[src/rtl/ctfp_pkg.sv]
// ----------------------------------------------------------------------------
// Camera target frame parser package
// Shared types, register indexes and constants for the frame parser.
// ----------------------------------------------------------------------------
`default_nettype none

package ctfp_pkg;

    typedef logic [7:0] byte_t;
    typedef logic [3:0] count_t;
    typedef logic [1:0] reg_index_t;

    // Register indexes on the configuration channel.
    localparam reg_index_t REG_HEADER_FIRST  = 2'd0;
    localparam reg_index_t REG_HEADER_SECOND = 2'd1;
    localparam reg_index_t REG_TAIL_BYTE     = 2'd2;

    // Register values after reset.
    localparam byte_t HEADER_FIRST_RESET  = 8'h2C;
    localparam byte_t HEADER_SECOND_RESET = 8'h12;
    localparam byte_t TAIL_BYTE_RESET     = 8'h5B;

    // A frame, header included, closes when it reaches this many bytes (7 to 15).
    localparam count_t MAX_FRAME_BYTES = 4'd10;

    // Frame byte counts at the header bytes and the smallest count at close
    // that leaves four payload bytes ahead of the closing byte.
    localparam count_t COUNT_HDR1      = 4'd1;
    localparam count_t COUNT_HDR2      = 4'd2;
    localparam count_t MIN_CLOSE_COUNT = 4'd7;

    typedef enum logic [3:0] {
        PH_IDLE = 4'b0001,
        PH_HDR1 = 4'b0010,
        PH_DATA = 4'b0100,
        PH_DONE = 4'b1000
    } phase_t;

    typedef struct packed {
        byte_t header_first;
        byte_t header_second;
        byte_t tail_byte;
    } cfg_t;

    typedef struct packed {
        byte_t center_x;
        byte_t center_y;
        byte_t box_width;
        byte_t box_height;
        logic  closed_by_tail;
    } result_t;

endpackage

`default_nettype wire

[src/rtl/ctfp_if.sv]
// ----------------------------------------------------------------------------
// Camera target frame parser channels
// Valid/ready channels for received bytes, target results and register writes.
// ----------------------------------------------------------------------------
`default_nettype none

interface ctfp_rx_if;
    logic            valid;
    logic            ready;
    ctfp_pkg::byte_t rx_byte;

    modport source (output valid, output rx_byte, input ready);
    modport sink   (input valid, input rx_byte, output ready);
endinterface

interface ctfp_target_if;
    logic            valid;
    logic            ready;
    ctfp_pkg::byte_t center_x;
    ctfp_pkg::byte_t center_y;
    ctfp_pkg::byte_t box_width;
    ctfp_pkg::byte_t box_height;
    logic            closed_by_tail;

    modport source (output valid, output center_x, output center_y, output box_width,
                    output box_height, output closed_by_tail, input ready);
    modport sink   (input valid, input center_x, input center_y, input box_width,
                    input box_height, input closed_by_tail, output ready);
endinterface

interface ctfp_cfg_if;
    logic                 valid;
    logic                 ready;
    ctfp_pkg::reg_index_t index;
    ctfp_pkg::byte_t      data;

    modport source (output valid, output index, output data, input ready);
    modport sink   (input valid, input index, input data, output ready);
endinterface

`default_nettype wire

[src/rtl/camera_target_frame_parser.sv]
// ----------------------------------------------------------------------------
// Camera target frame parser
// Deframes a serial byte stream and reports target x, y, width and height.
// ----------------------------------------------------------------------------
// Result: the result is registered and shows in the cycle after the closing byte is taken.
// Throughput: one byte per cycle; the result register frees the input side
// whenever it is empty or being taken in the same cycle.
// Reset: asynchronous, active low; the parser goes idle with its history cleared
// and the header and tail registers take their default values.
`default_nettype none

module camera_target_frame_parser (
    input  wire logic      clk,
    input  wire logic      rst_n,
    ctfp_rx_if.sink        rx,
    ctfp_target_if.source  target,
    ctfp_cfg_if.sink       cfg
);
    import ctfp_pkg::*;

    cfg_t    cfg_reg;
    logic    out_valid_reg;
    logic    out_valid_next;
    result_t out_reg;

    logic    take;
    logic    res_valid;
    result_t res;

    assign rx.ready  = !out_valid_reg || target.ready;
    assign take      = rx.valid && rx.ready;
    assign cfg.ready = 1'b1;

    ctfp_core u_core (
        .clk       (clk),
        .rst_n     (rst_n),
        .take      (take),
        .rx_byte   (rx.rx_byte),
        .cfg       (cfg_reg),
        .res_valid (res_valid),
        .res       (res)
    );

    always_ff @(posedge clk or negedge rst_n)
    begin
        if (!rst_n)
        begin
            cfg_reg.header_first  <= HEADER_FIRST_RESET;
            cfg_reg.header_second <= HEADER_SECOND_RESET;
            cfg_reg.tail_byte     <= TAIL_BYTE_RESET;
        end
        else if (cfg.valid)
        begin
            case (cfg.index)
                REG_HEADER_FIRST:  cfg_reg.header_first  <= cfg.data;
                REG_HEADER_SECOND: cfg_reg.header_second <= cfg.data;
                REG_TAIL_BYTE:     cfg_reg.tail_byte     <= cfg.data;
                default:           cfg_reg               <= cfg_reg;
            endcase
        end
    end

    always_comb
    begin
        if (res_valid)
        begin
            out_valid_next = 1'b1;
        end
        else if (target.ready)
        begin
            out_valid_next = 1'b0;
        end
        else
        begin
            out_valid_next = out_valid_reg;
        end
    end

    always_ff @(posedge clk or negedge rst_n)
    begin
        if (!rst_n)
        begin
            out_valid_reg <= 1'b0;
        end
        else
        begin
            out_valid_reg <= out_valid_next;
        end
    end

    always_ff @(posedge clk)
    begin
        if (res_valid)
        begin
            out_reg <= res;
        end
    end

    assign target.valid          = out_valid_reg;
    assign target.center_x       = out_reg.center_x;
    assign target.center_y       = out_reg.center_y;
    assign target.box_width      = out_reg.box_width;
    assign target.box_height     = out_reg.box_height;
    assign target.closed_by_tail = out_reg.closed_by_tail;

    a_result_lands: assert property (@(posedge clk) disable iff (!rst_n)
        res_valid |=> out_valid_reg)
        else $error("closed frame did not reach the result register");

    a_stall_blocks_input: assert property (@(posedge clk) disable iff (!rst_n)
        (out_valid_reg && !target.ready) |-> !rx.ready)
        else $error("byte taken while a pending result is stalled");

    a_no_overwrite: assert property (@(posedge clk) disable iff (!rst_n)
        res_valid |-> (!out_valid_reg || target.ready))
        else $error("new result would overwrite a pending one");

endmodule

`default_nettype wire

[src/rtl/ctfp_core.sv]
// ----------------------------------------------------------------------------
// Camera target frame parser core
// Header hunt, payload collection and frame close detection, one byte per cycle while bytes are taken.
// ----------------------------------------------------------------------------
`default_nettype none

module ctfp_core (
    input  wire logic              clk,
    input  wire logic              rst_n,
    input  wire logic              take,
    input  wire ctfp_pkg::byte_t   rx_byte,
    input  wire ctfp_pkg::cfg_t    cfg,
    output logic                   res_valid,
    output ctfp_pkg::result_t      res
);
    import ctfp_pkg::*;

    phase_t phase_reg;
    phase_t phase_next;
    count_t count_reg;
    count_t count_next;
    byte_t  recent_reg  [4];
    byte_t  recent_next [4];

    count_t count_inc;
    logic   is_tail;
    logic   full;

    assign count_inc = count_reg + 4'd1;
    assign is_tail   = (rx_byte == cfg.tail_byte);
    assign full      = (count_inc >= MAX_FRAME_BYTES);

    always_comb
    begin
        phase_next  = phase_reg;
        count_next  = count_reg;
        recent_next = recent_reg;
        res_valid   = 1'b0;

        res.center_x       = recent_reg[0];
        res.center_y       = recent_reg[1];
        res.box_width      = recent_reg[2];
        res.box_height     = recent_reg[3];
        res.closed_by_tail = is_tail;

        if (take)
        begin
            case (phase_reg)
                PH_IDLE:
                begin
                    if (rx_byte == cfg.header_first)
                    begin
                        phase_next = PH_HDR1;
                        count_next = COUNT_HDR1;
                    end
                    else
                    begin
                        phase_next  = PH_IDLE;
                        count_next  = '0;
                        recent_next = '{default: '0};
                    end
                end
                PH_HDR1:
                begin
                    if (rx_byte == cfg.header_second)
                    begin
                        phase_next = PH_DATA;
                        count_next = COUNT_HDR2;
                    end
                    else
                    begin
                        phase_next  = PH_IDLE;
                        count_next  = '0;
                        recent_next = '{default: '0};
                    end
                end
                PH_DATA:
                begin
                    count_next = count_inc;
                    if (!is_tail && !full)
                    begin
                        recent_next[0] = recent_reg[1];
                        recent_next[1] = recent_reg[2];
                        recent_next[2] = recent_reg[3];
                        recent_next[3] = rx_byte;
                    end
                    else
                    begin
                        phase_next = PH_DONE;
                        res_valid  = (count_inc >= MIN_CLOSE_COUNT);
                    end
                end
                default:
                begin
                    phase_next  = PH_IDLE;
                    count_next  = '0;
                    recent_next = '{default: '0};
                end
            endcase
        end
    end

    always_ff @(posedge clk or negedge rst_n)
    begin
        if (!rst_n)
        begin
            phase_reg  <= PH_IDLE;
            count_reg  <= '0;
            recent_reg <= '{default: '0};
        end
        else
        begin
            phase_reg  <= phase_next;
            count_reg  <= count_next;
            recent_reg <= recent_next;
        end
    end

    a_result_only_from_data: assert property (@(posedge clk) disable iff (!rst_n)
        res_valid |-> (take && phase_reg == PH_DATA))
        else $error("result raised outside payload collection");

    a_close_enters_done: assert property (@(posedge clk) disable iff (!rst_n)
        res_valid |=> (phase_reg == PH_DONE))
        else $error("frame close did not enter the swallow phase");

    a_done_goes_idle: assert property (@(posedge clk) disable iff (!rst_n)
        (take && phase_reg == PH_DONE) |=> (phase_reg == PH_IDLE && count_reg == '0))
        else $error("byte after close did not return to idle");

    a_idle_count_clear: assert property (@(posedge clk) disable iff (!rst_n)
        (phase_reg == PH_IDLE) |-> (count_reg == '0))
        else $error("byte count not clear while idle");

endmodule

`default_nettype wire
[src/flat_wrapper.sv]
// flat-port wrapper written by rule: the top's interface ports become plain ports
module camera_target_frame_parser_flat import ctfp_pkg::*;
  (clk, rst_n, rx_valid, rx_rx_byte, rx_ready, target_valid, target_center_x, target_center_y, target_box_width, target_box_height, target_closed_by_tail, target_ready, cfg_valid, cfg_index, cfg_data, cfg_ready);
  ctfp_rx_if rx_i ();
  ctfp_target_if target_i ();
  ctfp_cfg_if cfg_i ();
  input  wire logic clk;
  input  wire logic rst_n;
  input wire logic [$bits(rx_i.valid)-1:0] rx_valid;
  input wire logic [$bits(rx_i.rx_byte)-1:0] rx_rx_byte;
  output wire logic [$bits(rx_i.ready)-1:0] rx_ready;
  output wire logic [$bits(target_i.valid)-1:0] target_valid;
  output wire logic [$bits(target_i.center_x)-1:0] target_center_x;
  output wire logic [$bits(target_i.center_y)-1:0] target_center_y;
  output wire logic [$bits(target_i.box_width)-1:0] target_box_width;
  output wire logic [$bits(target_i.box_height)-1:0] target_box_height;
  output wire logic [$bits(target_i.closed_by_tail)-1:0] target_closed_by_tail;
  input wire logic [$bits(target_i.ready)-1:0] target_ready;
  input wire logic [$bits(cfg_i.valid)-1:0] cfg_valid;
  input wire logic [$bits(cfg_i.index)-1:0] cfg_index;
  input wire logic [$bits(cfg_i.data)-1:0] cfg_data;
  output wire logic [$bits(cfg_i.ready)-1:0] cfg_ready;
  assign rx_i.valid = rx_valid;
  assign rx_i.rx_byte = rx_rx_byte;
  assign rx_ready = rx_i.ready;
  assign target_valid = target_i.valid;
  assign target_center_x = target_i.center_x;
  assign target_center_y = target_i.center_y;
  assign target_box_width = target_i.box_width;
  assign target_box_height = target_i.box_height;
  assign target_closed_by_tail = target_i.closed_by_tail;
  assign target_i.ready = target_ready;
  assign cfg_i.valid = cfg_valid;
  assign cfg_i.index = cfg_index;
  assign cfg_i.data = cfg_data;
  assign cfg_ready = cfg_i.ready;
  camera_target_frame_parser u_core (.clk(clk), .rst_n(rst_n), .rx(rx_i), .target(target_i), .cfg(cfg_i));
endmodule
[config.mk]
export PLATFORM = sky130hd
export DESIGN_NAME = camera_target_frame_parser_flat
export DESIGN_NICKNAME = d
export VERILOG_FILES = /design/src/rtl/ctfp_pkg.sv /design/src/rtl/ctfp_if.sv /design/src/rtl/camera_target_frame_parser.sv /design/src/rtl/ctfp_core.sv /design/src/flat_wrapper.sv
export SDC_FILE = /design/constraint.sdc
export NUM_CORES = 1
export LEC_CHECK = 0
export BUFFER_PORTS_ARGS = -buffer_cell sky130_fd_sc_hd__buf_2
export CORE_MARGIN = 4
export CORE_UTILIZATION = 40
export CTS_BUF_LIST = sky130_fd_sc_hd__clkbuf_4
export CTS_CLUSTER_SIZE = 14
export DETAILED_ROUTE_END_ITERATION = 10
export PLACE_DENSITY_LB_ADDON = 0.3
export SETUP_SLACK_MARGIN = 0.3
export SKIP_CTS_REPAIR_TIMING = 1
export SLEW_MARGIN = 20
export SYNTH_ARGS = -nofsm -noshare
export SYNTH_HDL_FRONTEND = slang
export SYNTH_SLANG_ARGS = --single-unit
[constraint.sdc]
create_clock -name clk -period 12.7 [get_ports clk]
set_input_delay 1.905 -clock clk [delete_from_list [all_inputs] [get_ports clk]]
set_output_delay 1.905 -clock clk [all_outputs]
set_load 0.03 [all_outputs]
==> impl_metrics.json, run 1 <==
{
  "drive_above_1_share_pct": 30.5,
  "ys_ff_latch": 98,
  "routabilityCongestion": 0.761,
  "largest_reg_flops": 32,
  "rows": 38,
  "syn_area_mm2": 0.00440,
  "num_vias": 2848,
  "crit_buf_inv": 2,
  "cap_violations": 0,
  "setup_viol": 0,
  "critPathLaunchType": "input pin",
  "r2r_start": "u_core.u_core.count_reg[0]",
  "maxSlewViolCount": 0,
  "die_y_um": 113,
  "cts_buffers": 9,
  "syn2layout_area_growth_pct": 11.6,
  "n_fill_cell": 1012,
  "avgRoutedWirePerCell_um": 15.6,
  "grt_setup_unrepaired": "false",
  "worstMarginPinSlew_ps": 836,
  "synthCells": 352,
  "grt_remaining_overflow": 0,
  "n_antenna_cell": 0,
  "synth_edf_count": 33,
  "crit_type": "in2out",
  "cts.sinks": 98,
  "crit_path_end_kind": "output pin",
  "run_status": "finished, final reports clean",
  "synth.distinct_cells": 38,
  "async_reset_ff_share_pct": 66.3,
  "clock.fmax_mhz": 233,
  "critPathArrivalTime_ps": 2380,
  "path_clk_slew_ps": 160,
  "cpMostUsedCell": "buf_2",
  "slowest_delay_ps": 200,
  "die_w_um": 113,
  "viasPerCell": 5.18,
  "cp_top_family": "buffers and inverters",
  "worstPathRequired_ps": 10800,
  "cp-startpoint": "target_ready",
  "final_cell_area_mm2": 0.00491,
  "skew_ps": 16.3,
  "antenna_found_initial": 0,
  "placed_cell_area_mm2": 0.00479,
  "p_total_mw": 0.560,
  "cts_tree": "built",
  "start_util_pct": 40.8,
  "syn_nets": 378,
  "grt_max_degree": 68,
  "ys_seq_area_share_pct": 59.8,
  "dr.pass1.iters": 4,
  "coreArea_mm2": 0.0108,
  "final_common_cell": "buf_2",
  "nNetsFinal": 431,
  "cts_buffer_depth": 2,
  "hold_class": "reg2reg",
  "drtIter0Drc": 150,
  "hold_violations": 0,
  "port_buffers": 57,
  "htree_levels": 3,
  "most-common-layout-cells": "57 x buf_2, 54 x dfrtp_1, 40 x nand2_1, 36 x nor2_1, 33 x edfxtp_1",
  "hp-start": "u_core.u_core.res[16]",
  "post-dp-hpwl_um": 5860,
  "crit_path_cell_trace": "buf_2 -> nand2b_1 -> buf_2",
  "drt_wl_total_um": 8570,
  "synth_top_flop_cell": "dfrtp_1",
  "clk_latency_ps": 440,
  "detail-route-antenna-nets": 0,
  "leakage_nw": 2.08,
  "drc": 0,
  "period_minus_slack_ps": 4290,
  "grt_usage_pct": 13.6,
  "p_per_area_mw_per_mm2": 114,
  "r2r_slack_ps": 9630,
  "syn_area_per_cell_um2": 12.5,
  "slowest_stage": "buf_2",
  "peakVddDrop_v": 0.0000716,
  "worst-path-max-fanout": 4,
  "fin_crit_sh_pct": 33.7,
  "first_global_vias": 2759,
  "die_area_mm2": 0.0127,
  "ys_warn_count": 0,
  "grt_pass1_wl_um": 13900,
  "fin_tns_setup_ps": 0,
  "root_buffer": "clkbuf_4",
  "slew_headroom_pct": 44.3,
  "io_pins": 59
}
-- worst reg2reg max path, cell delays in order (launching register included) --
cell,delay (ps)
dfrtp_1,460
ha_1,250
xor2_1,220
nor3b_1,130
o22ai_4,100
buf_4,470
nand2_1,170
nor3_2,510
buf_4,430
-- area by class of cell --
class / count / area, µm² / area share [%]
Inverter: 2 / 7.51 / 0.153
Multi-Input combinational cell: 232 / 1650 / 33.7
Sequential cell: 98 / 2630 / 53.6
Clock inverter: 7 / 52.6 / 1.07
Tap cell: 140 / 175 / 3.57
Timing Repair Buffer: 62 / 323 / 6.57
Clock buffer: 9 / 67.6 / 1.38
-- cells in the mapped netlist, types with 2 or more instances --
master    instances  area share [%]
nor2_1           36             3.1
dfstp_2          11             6.6
nor2b_1          24             3.4
xnor2_1          23             4.6
xor2_1            3            0.60
nand4_1           4            0.57
dfrtp_1          54              31
ha_1              3            0.85
edfxtp_1         33              23
clkbuf_1         10            0.85
o21ai_0           8            0.91
nand3_1           4            0.46
nand3b_1          3            0.51
buf_4             2            0.34
nor3_1            2            0.23
buf_6             7             1.8
and3_1            8             1.1
inv_1             2            0.17
a21oi_1           2            0.23
mux2_2           26             6.7
nand2_1          40             3.4
a221o_2           2            0.51
a221o_1          30             6.8
-- layer usage --
| metal | vias up | global-route usage (%) | share of wire, % |
|---|---|---|---|
| met1 | 1398 | 18.4 | 46 |
| met3 | 8 | 2.73 | 4.6 |
| li1 | 1378 | - | - |
| met4 | 0 | 3.61 | 0.77 |
| met2 | 64 | 22.5 | 49 |
| met5 | - | 0 | 0 |
-- stage by stage --
step | worst slack (ps) | util, % | cells | hold WS, ps
CTS | 8410 | 45.5 | 550 | 504
detailed placement | 8100 | 44.4 | 534 | 467
global route | 8320 | 45.5 | 550 | 517
floorplan | 7110 | - | 352 | 439
finish | 8410 | 45.5 | 550 | 503
global placement | 8180 | 44.4 | 534 | 463
-- logic make-up after synthesis --
group           share of synthesized area [%]
buf+inv                                  3.27
compound gates                           8.99
simple gates                             15.2
fa+ha+maj                               0.853
xor+xnor                                 5.18
flops                                    59.8
other cells                            0.0852
mux                                      6.66
-- final timing paths --
check	cells after the start	to
max	3	rx_ready
min	0	u_core.target.box_width[7]
max reg2reg	8	u_core.target.box_width[4]
min reg2reg	0	u_core.target.box_width[7]
max in group asynchronous	2	u_core.u_core.res[2]
min in group asynchronous	2	u_core.cfg_reg[20]
-- where the power goes --
group / internal (mW) / switching (mW) / total, mW
combinational: 0.0284 / 0.0269 / 0.0553
clock: 0.0422 / 0.108 / 0.150
sequential: 0.344 / 0.0103 / 0.355
(Power assumes the default switching activity.)
==> inputs of run 2 (changes only) <==
Settings changed: ABC_AREA from default to 1.
Clock period 12.7 ns to 4.38 ns, I/O delays scaled along.
==> run 2 against run 1 <==
- sequential cell count is the same
- total power grew to 3.0 times the previous value
- clock power grew to 3.4 times the previous value
- critical path depth grew 5
- routed wire length grew 4.5%
- die area grew 6.7%
- sequential share of layout area shrank 3.4 points
- highest routed layer unchanged
==> impl_metrics.json, run 2 <==
{
  "grt_setup_unrepaired": "false",
  "final_cell_area_mm2": 0.00525,
  "largest_reg_flops": 32,
  "n_fill_cell": 1097,
  "peakVddDrop_v": 0.000221,
  "ys_seq_area_share_pct": 55.8,
  "hold_ws_ps": 167,
  "crit_type": "reg2reg",
  "num_vias": 3170,
  "leakage_nw": 2.70,
  "n_antenna_cell": 0,
  "cts_tree": "built",
  "dr.pass1.iters": 4,
  "slew_headroom_pct": 36.5,
  "hold_class": "in2async",
  "root_buffer": "clkbuf_4",
  "final_common_cell": "nand2_1",
  "synthTopCellsByArea": "dfrtp_1 29%, edfxtp_1 21%, nand2_4 7.6%",
  "synth_common_cells": "93 x nand2_1, 60 x inv_1, 54 x dfrtp_1",
  "critPathLaunchType": "flip-flop",
  "p_per_area_mw_per_mm2": 322,
  "ys_ff_latch": 98,
  "drt_wl_total_um": 8950,
  "die_area_mm2": 0.0136,
  "drive_above_1_share_pct": 30.6,
  "synth.top_cell.area_share_pct": 28.6,
  "antenna_found_initial": 0,
  "most-common-layout-cells": "93 x nand2_1, 60 x inv_1, 57 x buf_2, 54 x dfrtp_1, 39 x nor2_1",
  "worst-path-max-fanout": 36,
  "worstPathRequired_ps": 4480,
  "setup_viol": 0,
  "post-dp-hpwl_um": 6210,
  "slowest_stage": "nor2_4",
  "rows": 39,
  "cp_top_family": "simple AND/OR/NAND/NOR gates",
  "grt_remaining_overflow": 0,
  "skew_ps": 15.8,
  "period_minus_slack_ps": 2670,
  "drc": 0,
  "avgRoutedWirePerCell_um": 13.1,
  "grt_pass1_wl_um": 15100,
  "htree_levels": 3,
  "crit_path_cell_trace": "ha_1 -> xor2_1 -> nor2_1 -> nand2_1 -> nand2_1 -> nand2_2 -> nand2_4 -> nor2_4",
  "async_reset_ff_share_pct": 66.3,
  "slowest_delay_ps": 820,
  "clk_latency_ps": 450,
  "io_pins": 59,
  "detail-route-antenna-nets": 0,
  "yosysMostFrequentCell": "nand2_1",
  "die_y_um": 117,
  "clock.fmax_mhz": 374,
  "multi_input_area_mm2": 0.00171,
  "crit_buf_inv": 0,
  "first_global_vias": 3181,
  "cpMostUsedCell": "nand2_1",
  "critPathArrivalTime_ps": 2770,
  "cts_buffer_depth": 2,
  "syn_area_mm2": 0.00472,
  "synthCells": 481,
  "grt_max_degree": 43,
  "cts_buffers": 9,
  "fin_crit_sh_pct": 61.0,
  "cts.sinks": 98,
  "cap_violations": 0,
  "viasPerCell": 4.64,
  "maxSlewViolCount": 0,
  "placed_cell_area_mm2": 0.00507,
  "seq_area_mm2": 0.00263,
  "run_status": "finished, final reports clean",
  "synth_top_flop_cell": "dfrtp_1",
  "synth_edf_count": 33,
  "synth.distinct_cells": 30,
  "worstMarginPinSlew_ps": 950,
  "grt_usage_pct": 14.2,
  "coreArea_mm2": 0.0115,
  "fin_tns_setup_ps": 0,
  "crit_path_end_kind": "flip-flop",
  "syn_nets": 507,
  "netlist.top_cell.by_area": "dfrtp_1",
  "ys_warn_count": 0,
  "die_w_um": 117,
  "drtIter0Drc": 168,
  "syn_area_per_cell_um2": 9.81,
  "routabilityCongestion": 0.750,
  "syn2layout_area_growth_pct": 11.2,
  "nNetsFinal": 561,
  "path_clk_slew_ps": 160,
  "hold_violations": 0,
  "start_util_pct": 41.1,
  "port_buffers": 57
}
run 2: logic make-up (layout without fill, tap and decap cells):
logic type      after synthesis  in the layout  synth area share, %
other cells                   1              1               0.0795
flops                        98             98                 55.8
compound gates               35             35                 3.79
buf+inv                      83            142                 8.06
fa+ha+maj                     3              3                0.796
xor+xnor                     15             15                 2.78
simple gates                246            246                 28.7
run 2: final timing paths:
check / start / end / slack (ps) / depth (start not counted)
hold reg to reg: u_core.u_core.res[2] / u_core.target.box_height[1] / 500 / 0
setup / recovery: u_core.u_core.count_reg[0] / u_core.target.center_y[0] / 1710 / 8
min in group clk: cfg_data[4] / u_core.cfg_reg[4] / 440 / 3
max in group asynchronous: rst_n / u_core.u_core.res[11] / 3310 / 3
setup reg to reg: u_core.u_core.count_reg[0] / u_core.target.center_y[0] / 1710 / 8
hold / removal: rst_n / u_core.u_core.count_reg[0] / 170 / 1
run 2: layer usage:
metal,vias to the layer above,track usage (%),part of all wire (%)
met5,-,0,0
met4,0,3.82,1.2
met3,9,4.15,5.1
met2,68,24.8,50
met1,1494,17.1,43
li1,1599,-,-
run 2: cell type report:
type	count	share of cell area [%]
flip-flops and latches	98	50.2
multi-input cells	300	32.7
repair buffers	60	6.25
inverters	66	4.72
well taps	143	3.41
clock buffers	10	1.43
clock inverters	6	1.36
run 2: per-stage QoR:
stage	worst slack [ps]	power, mW	instances	utilization, %
after global routing	1420	1.78	683	45.8
after floorplan	1130	1.15	481	-
after detailed placement	1520	1.20	666	44.2
after global placement	1610	1.20	666	44.2
after CTS	1670	1.71	682	45.5
final	1710	1.69	683	45.8
run 2: report_power, final:
group	total [mW]	switching [mW]	leakage (nW)	internal [mW]
Clock	0.505	0.318	0.0740	0.187
Sequential	1.02	0.0293	1.22	0.991
Combinational	0.166	0.103	1.41	0.0635
Total	1.69	0.450	2.70	1.24
==> inputs of run 3 (changes only) <==
Clock period 4.38 ns to 2.45 ns, I/O delays scaled along.
==> run 3 against run 2 <==
- die area unchanged
- maximum frequency rose by 35%
- clock skew is 1.0 ps lower
- clock power grew 97%
- worst hold slack lost 41 ps
- cell count increased by 0.59%
- critical path depth unchanged
- clock-buffer cell count is 1 lower
- sequential share of layout area fell by 0.75 points
- total power rose by 84%
- routed wire length is 1.4% lower
- largest cell class unchanged
- largest power group unchanged
==> impl_metrics.json, run 3 (same netlist as run 2, synthesis figures left out) <==
{
  "run_status": "finished, final reports clean",
  "dp_slack_ps": 279,
  "first_global_vias": 3123,
  "drt_wl_total_um": 8830,
  "worstMarginPinSlew_ps": 615,
  "cts_buffer_depth": 2,
  "period_minus_slack_ps": 1970,
  "grt_pass1_wl_um": 14600,
  "antenna_found_initial": 0,
  "p_per_area_mw_per_mm2": 584,
  "coreArea_mm2": 0.0115,
  "clk_latency_ps": 470,
  "setup_viol": 0,
  "routabilityCongestion": 0.763,
  "drtIter0Drc": 168,
  "pwr-share-clk_pct": 31.9,
  "n_fill_cell": 1086,
  "die_w_um": 117,
  "die_y_um": 117,
  "htree_levels": 3,
  "cts.sinks": 98,
  "placed_cell_area_mm2": 0.00512,
  "fin_ws_ps": 476,
  "hold_violations": 0,
  "grt_usage_pct": 13.8,
  "worst-path-max-fanout": 33,
  "hold_class": "in2reg",
  "switching_share_pct": 25.7,
  "p_total_mw": 3.11,
  "final_util_pct": 46.4,
  "placed_cells": 668,
  "skew_ps": 14.8,
  "intPower_mw": 2.31,
  "root_buffer": "clkbuf_4",
  "fin_cells": 687,
  "cts_tree": "built",
  "dr.pass1.iters": 4,
  "multi_input_area_mm2": 0.00175,
  "grt_use_met2_pct": 22.3,
  "hold_depth": 3,
  "cap_violations": 0,
  "critPathLaunchType": "flip-flop",
  "drc": 0,
  "grtUsageMet1_pct": 17.8,
  "critPathArrivalTime_ps": 2150,
  "largest_reg_flops": 32,
  "viasPerCell": 4.66,
  "p_sw_mw": 0.800,
  "crit_type": "reg2reg",
  "cts_buffers": 9,
  "clock.fmax_mhz": 507,
  "met3_usage_pct": 4.25,
  "fin_crit_sh_pct": 80.6,
  "port_buffers": 57,
  "fin_tns_setup_ps": 0,
  "nNetsFinal": 565,
  "syn2layout_area_growth_pct": 12.9,
  "grt_setup_unrepaired": "false",
  "slew_headroom_pct": 59.0,
  "final_common_cell": "nand2_1",
  "sequentialPowerShare_pct": 58.5,
  "final_cell_area_mm2": 0.00533,
  "num_vias": 3204,
  "avgRoutedWirePerCell_um": 12.8,
  "worstPathRequired_ps": 2630,
  "post-dp-hpwl_um": 6070,
  "n_antenna_cell": 0,
  "seq_area_mm2": 0.00263,
  "io_pins": 59,
  "r2r_cells": 8,
  "rows": 39,
  "grt_max_degree": 42,
  "leakage_nw": 2.73,
  "hold_ws_ps": 126,
  "grt_remaining_overflow": 0,
  "comb_power_share_pct": 9.5,
  "start_util_pct": 41.1,
  "most-common-layout-cells": "92 x nand2_1, 60 x inv_1, 57 x buf_2, 54 x dfrtp_1, 39 x nor2_1",
  "detail-route-antenna-nets": 0,
  "maxSlewViolCount": 0,
  "peakVddDrop_v": 0.000444,
  "path_clk_slew_ps": 150,
  "crit_path_end_kind": "flip-flop",
  "grt.busiest_layer": "met2",
  "drive_above_1_share_pct": 31.4,
  "die_area_mm2": 0.0136
}
run 3: worst paths after layout:
kind	startpoint	end	slack [ps]
min in group asynchronous	rst_n	u_core.u_core.count_reg[1]	430
max in group asynchronous	rst_n	u_core.cfg_reg[18]	1320
worst min register to register	u_core.u_core.phase_reg[0]	u_core.u_core.phase_reg[0]	510
worst max register to register	u_core.cfg_reg[6]	u_core.target.box_height[5]	480
worst max-delay path	u_core.cfg_reg[6]	u_core.target.box_height[5]	480
worst min-delay path	cfg_data[4]	u_core.cfg_reg[4]	130
run 3: cell type report:
cell class              instances  share of cell area, %
clock buffers                   9                   1.27
clock inverters                 7                   1.90
repair buffers                 62                   6.58
multi-input cells             302                   32.8
inverters                      66                   4.65
flip-flops and latches         98                   49.4
well taps                     143                   3.36
run 3: per-layer routing:
layer	up-vias	wire length, µm
met5	-	0
met4	0	120
met3	9	460
met2	64	4200
met1	1511	4050
li1	1620	-
run 3: critical path, cell delays in order, from the launching register on:
cell and delay, ps:
dfstp_2 570, xnor2_1 110, nand2_1 100, nor2_1 150
nand2_2 100, nand2_2 90, nand2_4 170, nor2_4 170
buf_12 210
run 3: power by group through the flow:
stage / Clock, mW / Combinational (mW) / Sequential, mW
global route: 1.09 / 0.343 / 1.83
detailed placement: 0 / 0.297 / 1.85
finish: 0.993 / 0.297 / 1.82
global placement: 0 / 0.291 / 1.85
floorplan: 0 / 0.223 / 1.84
CTS: 1.03 / 0.297 / 1.82
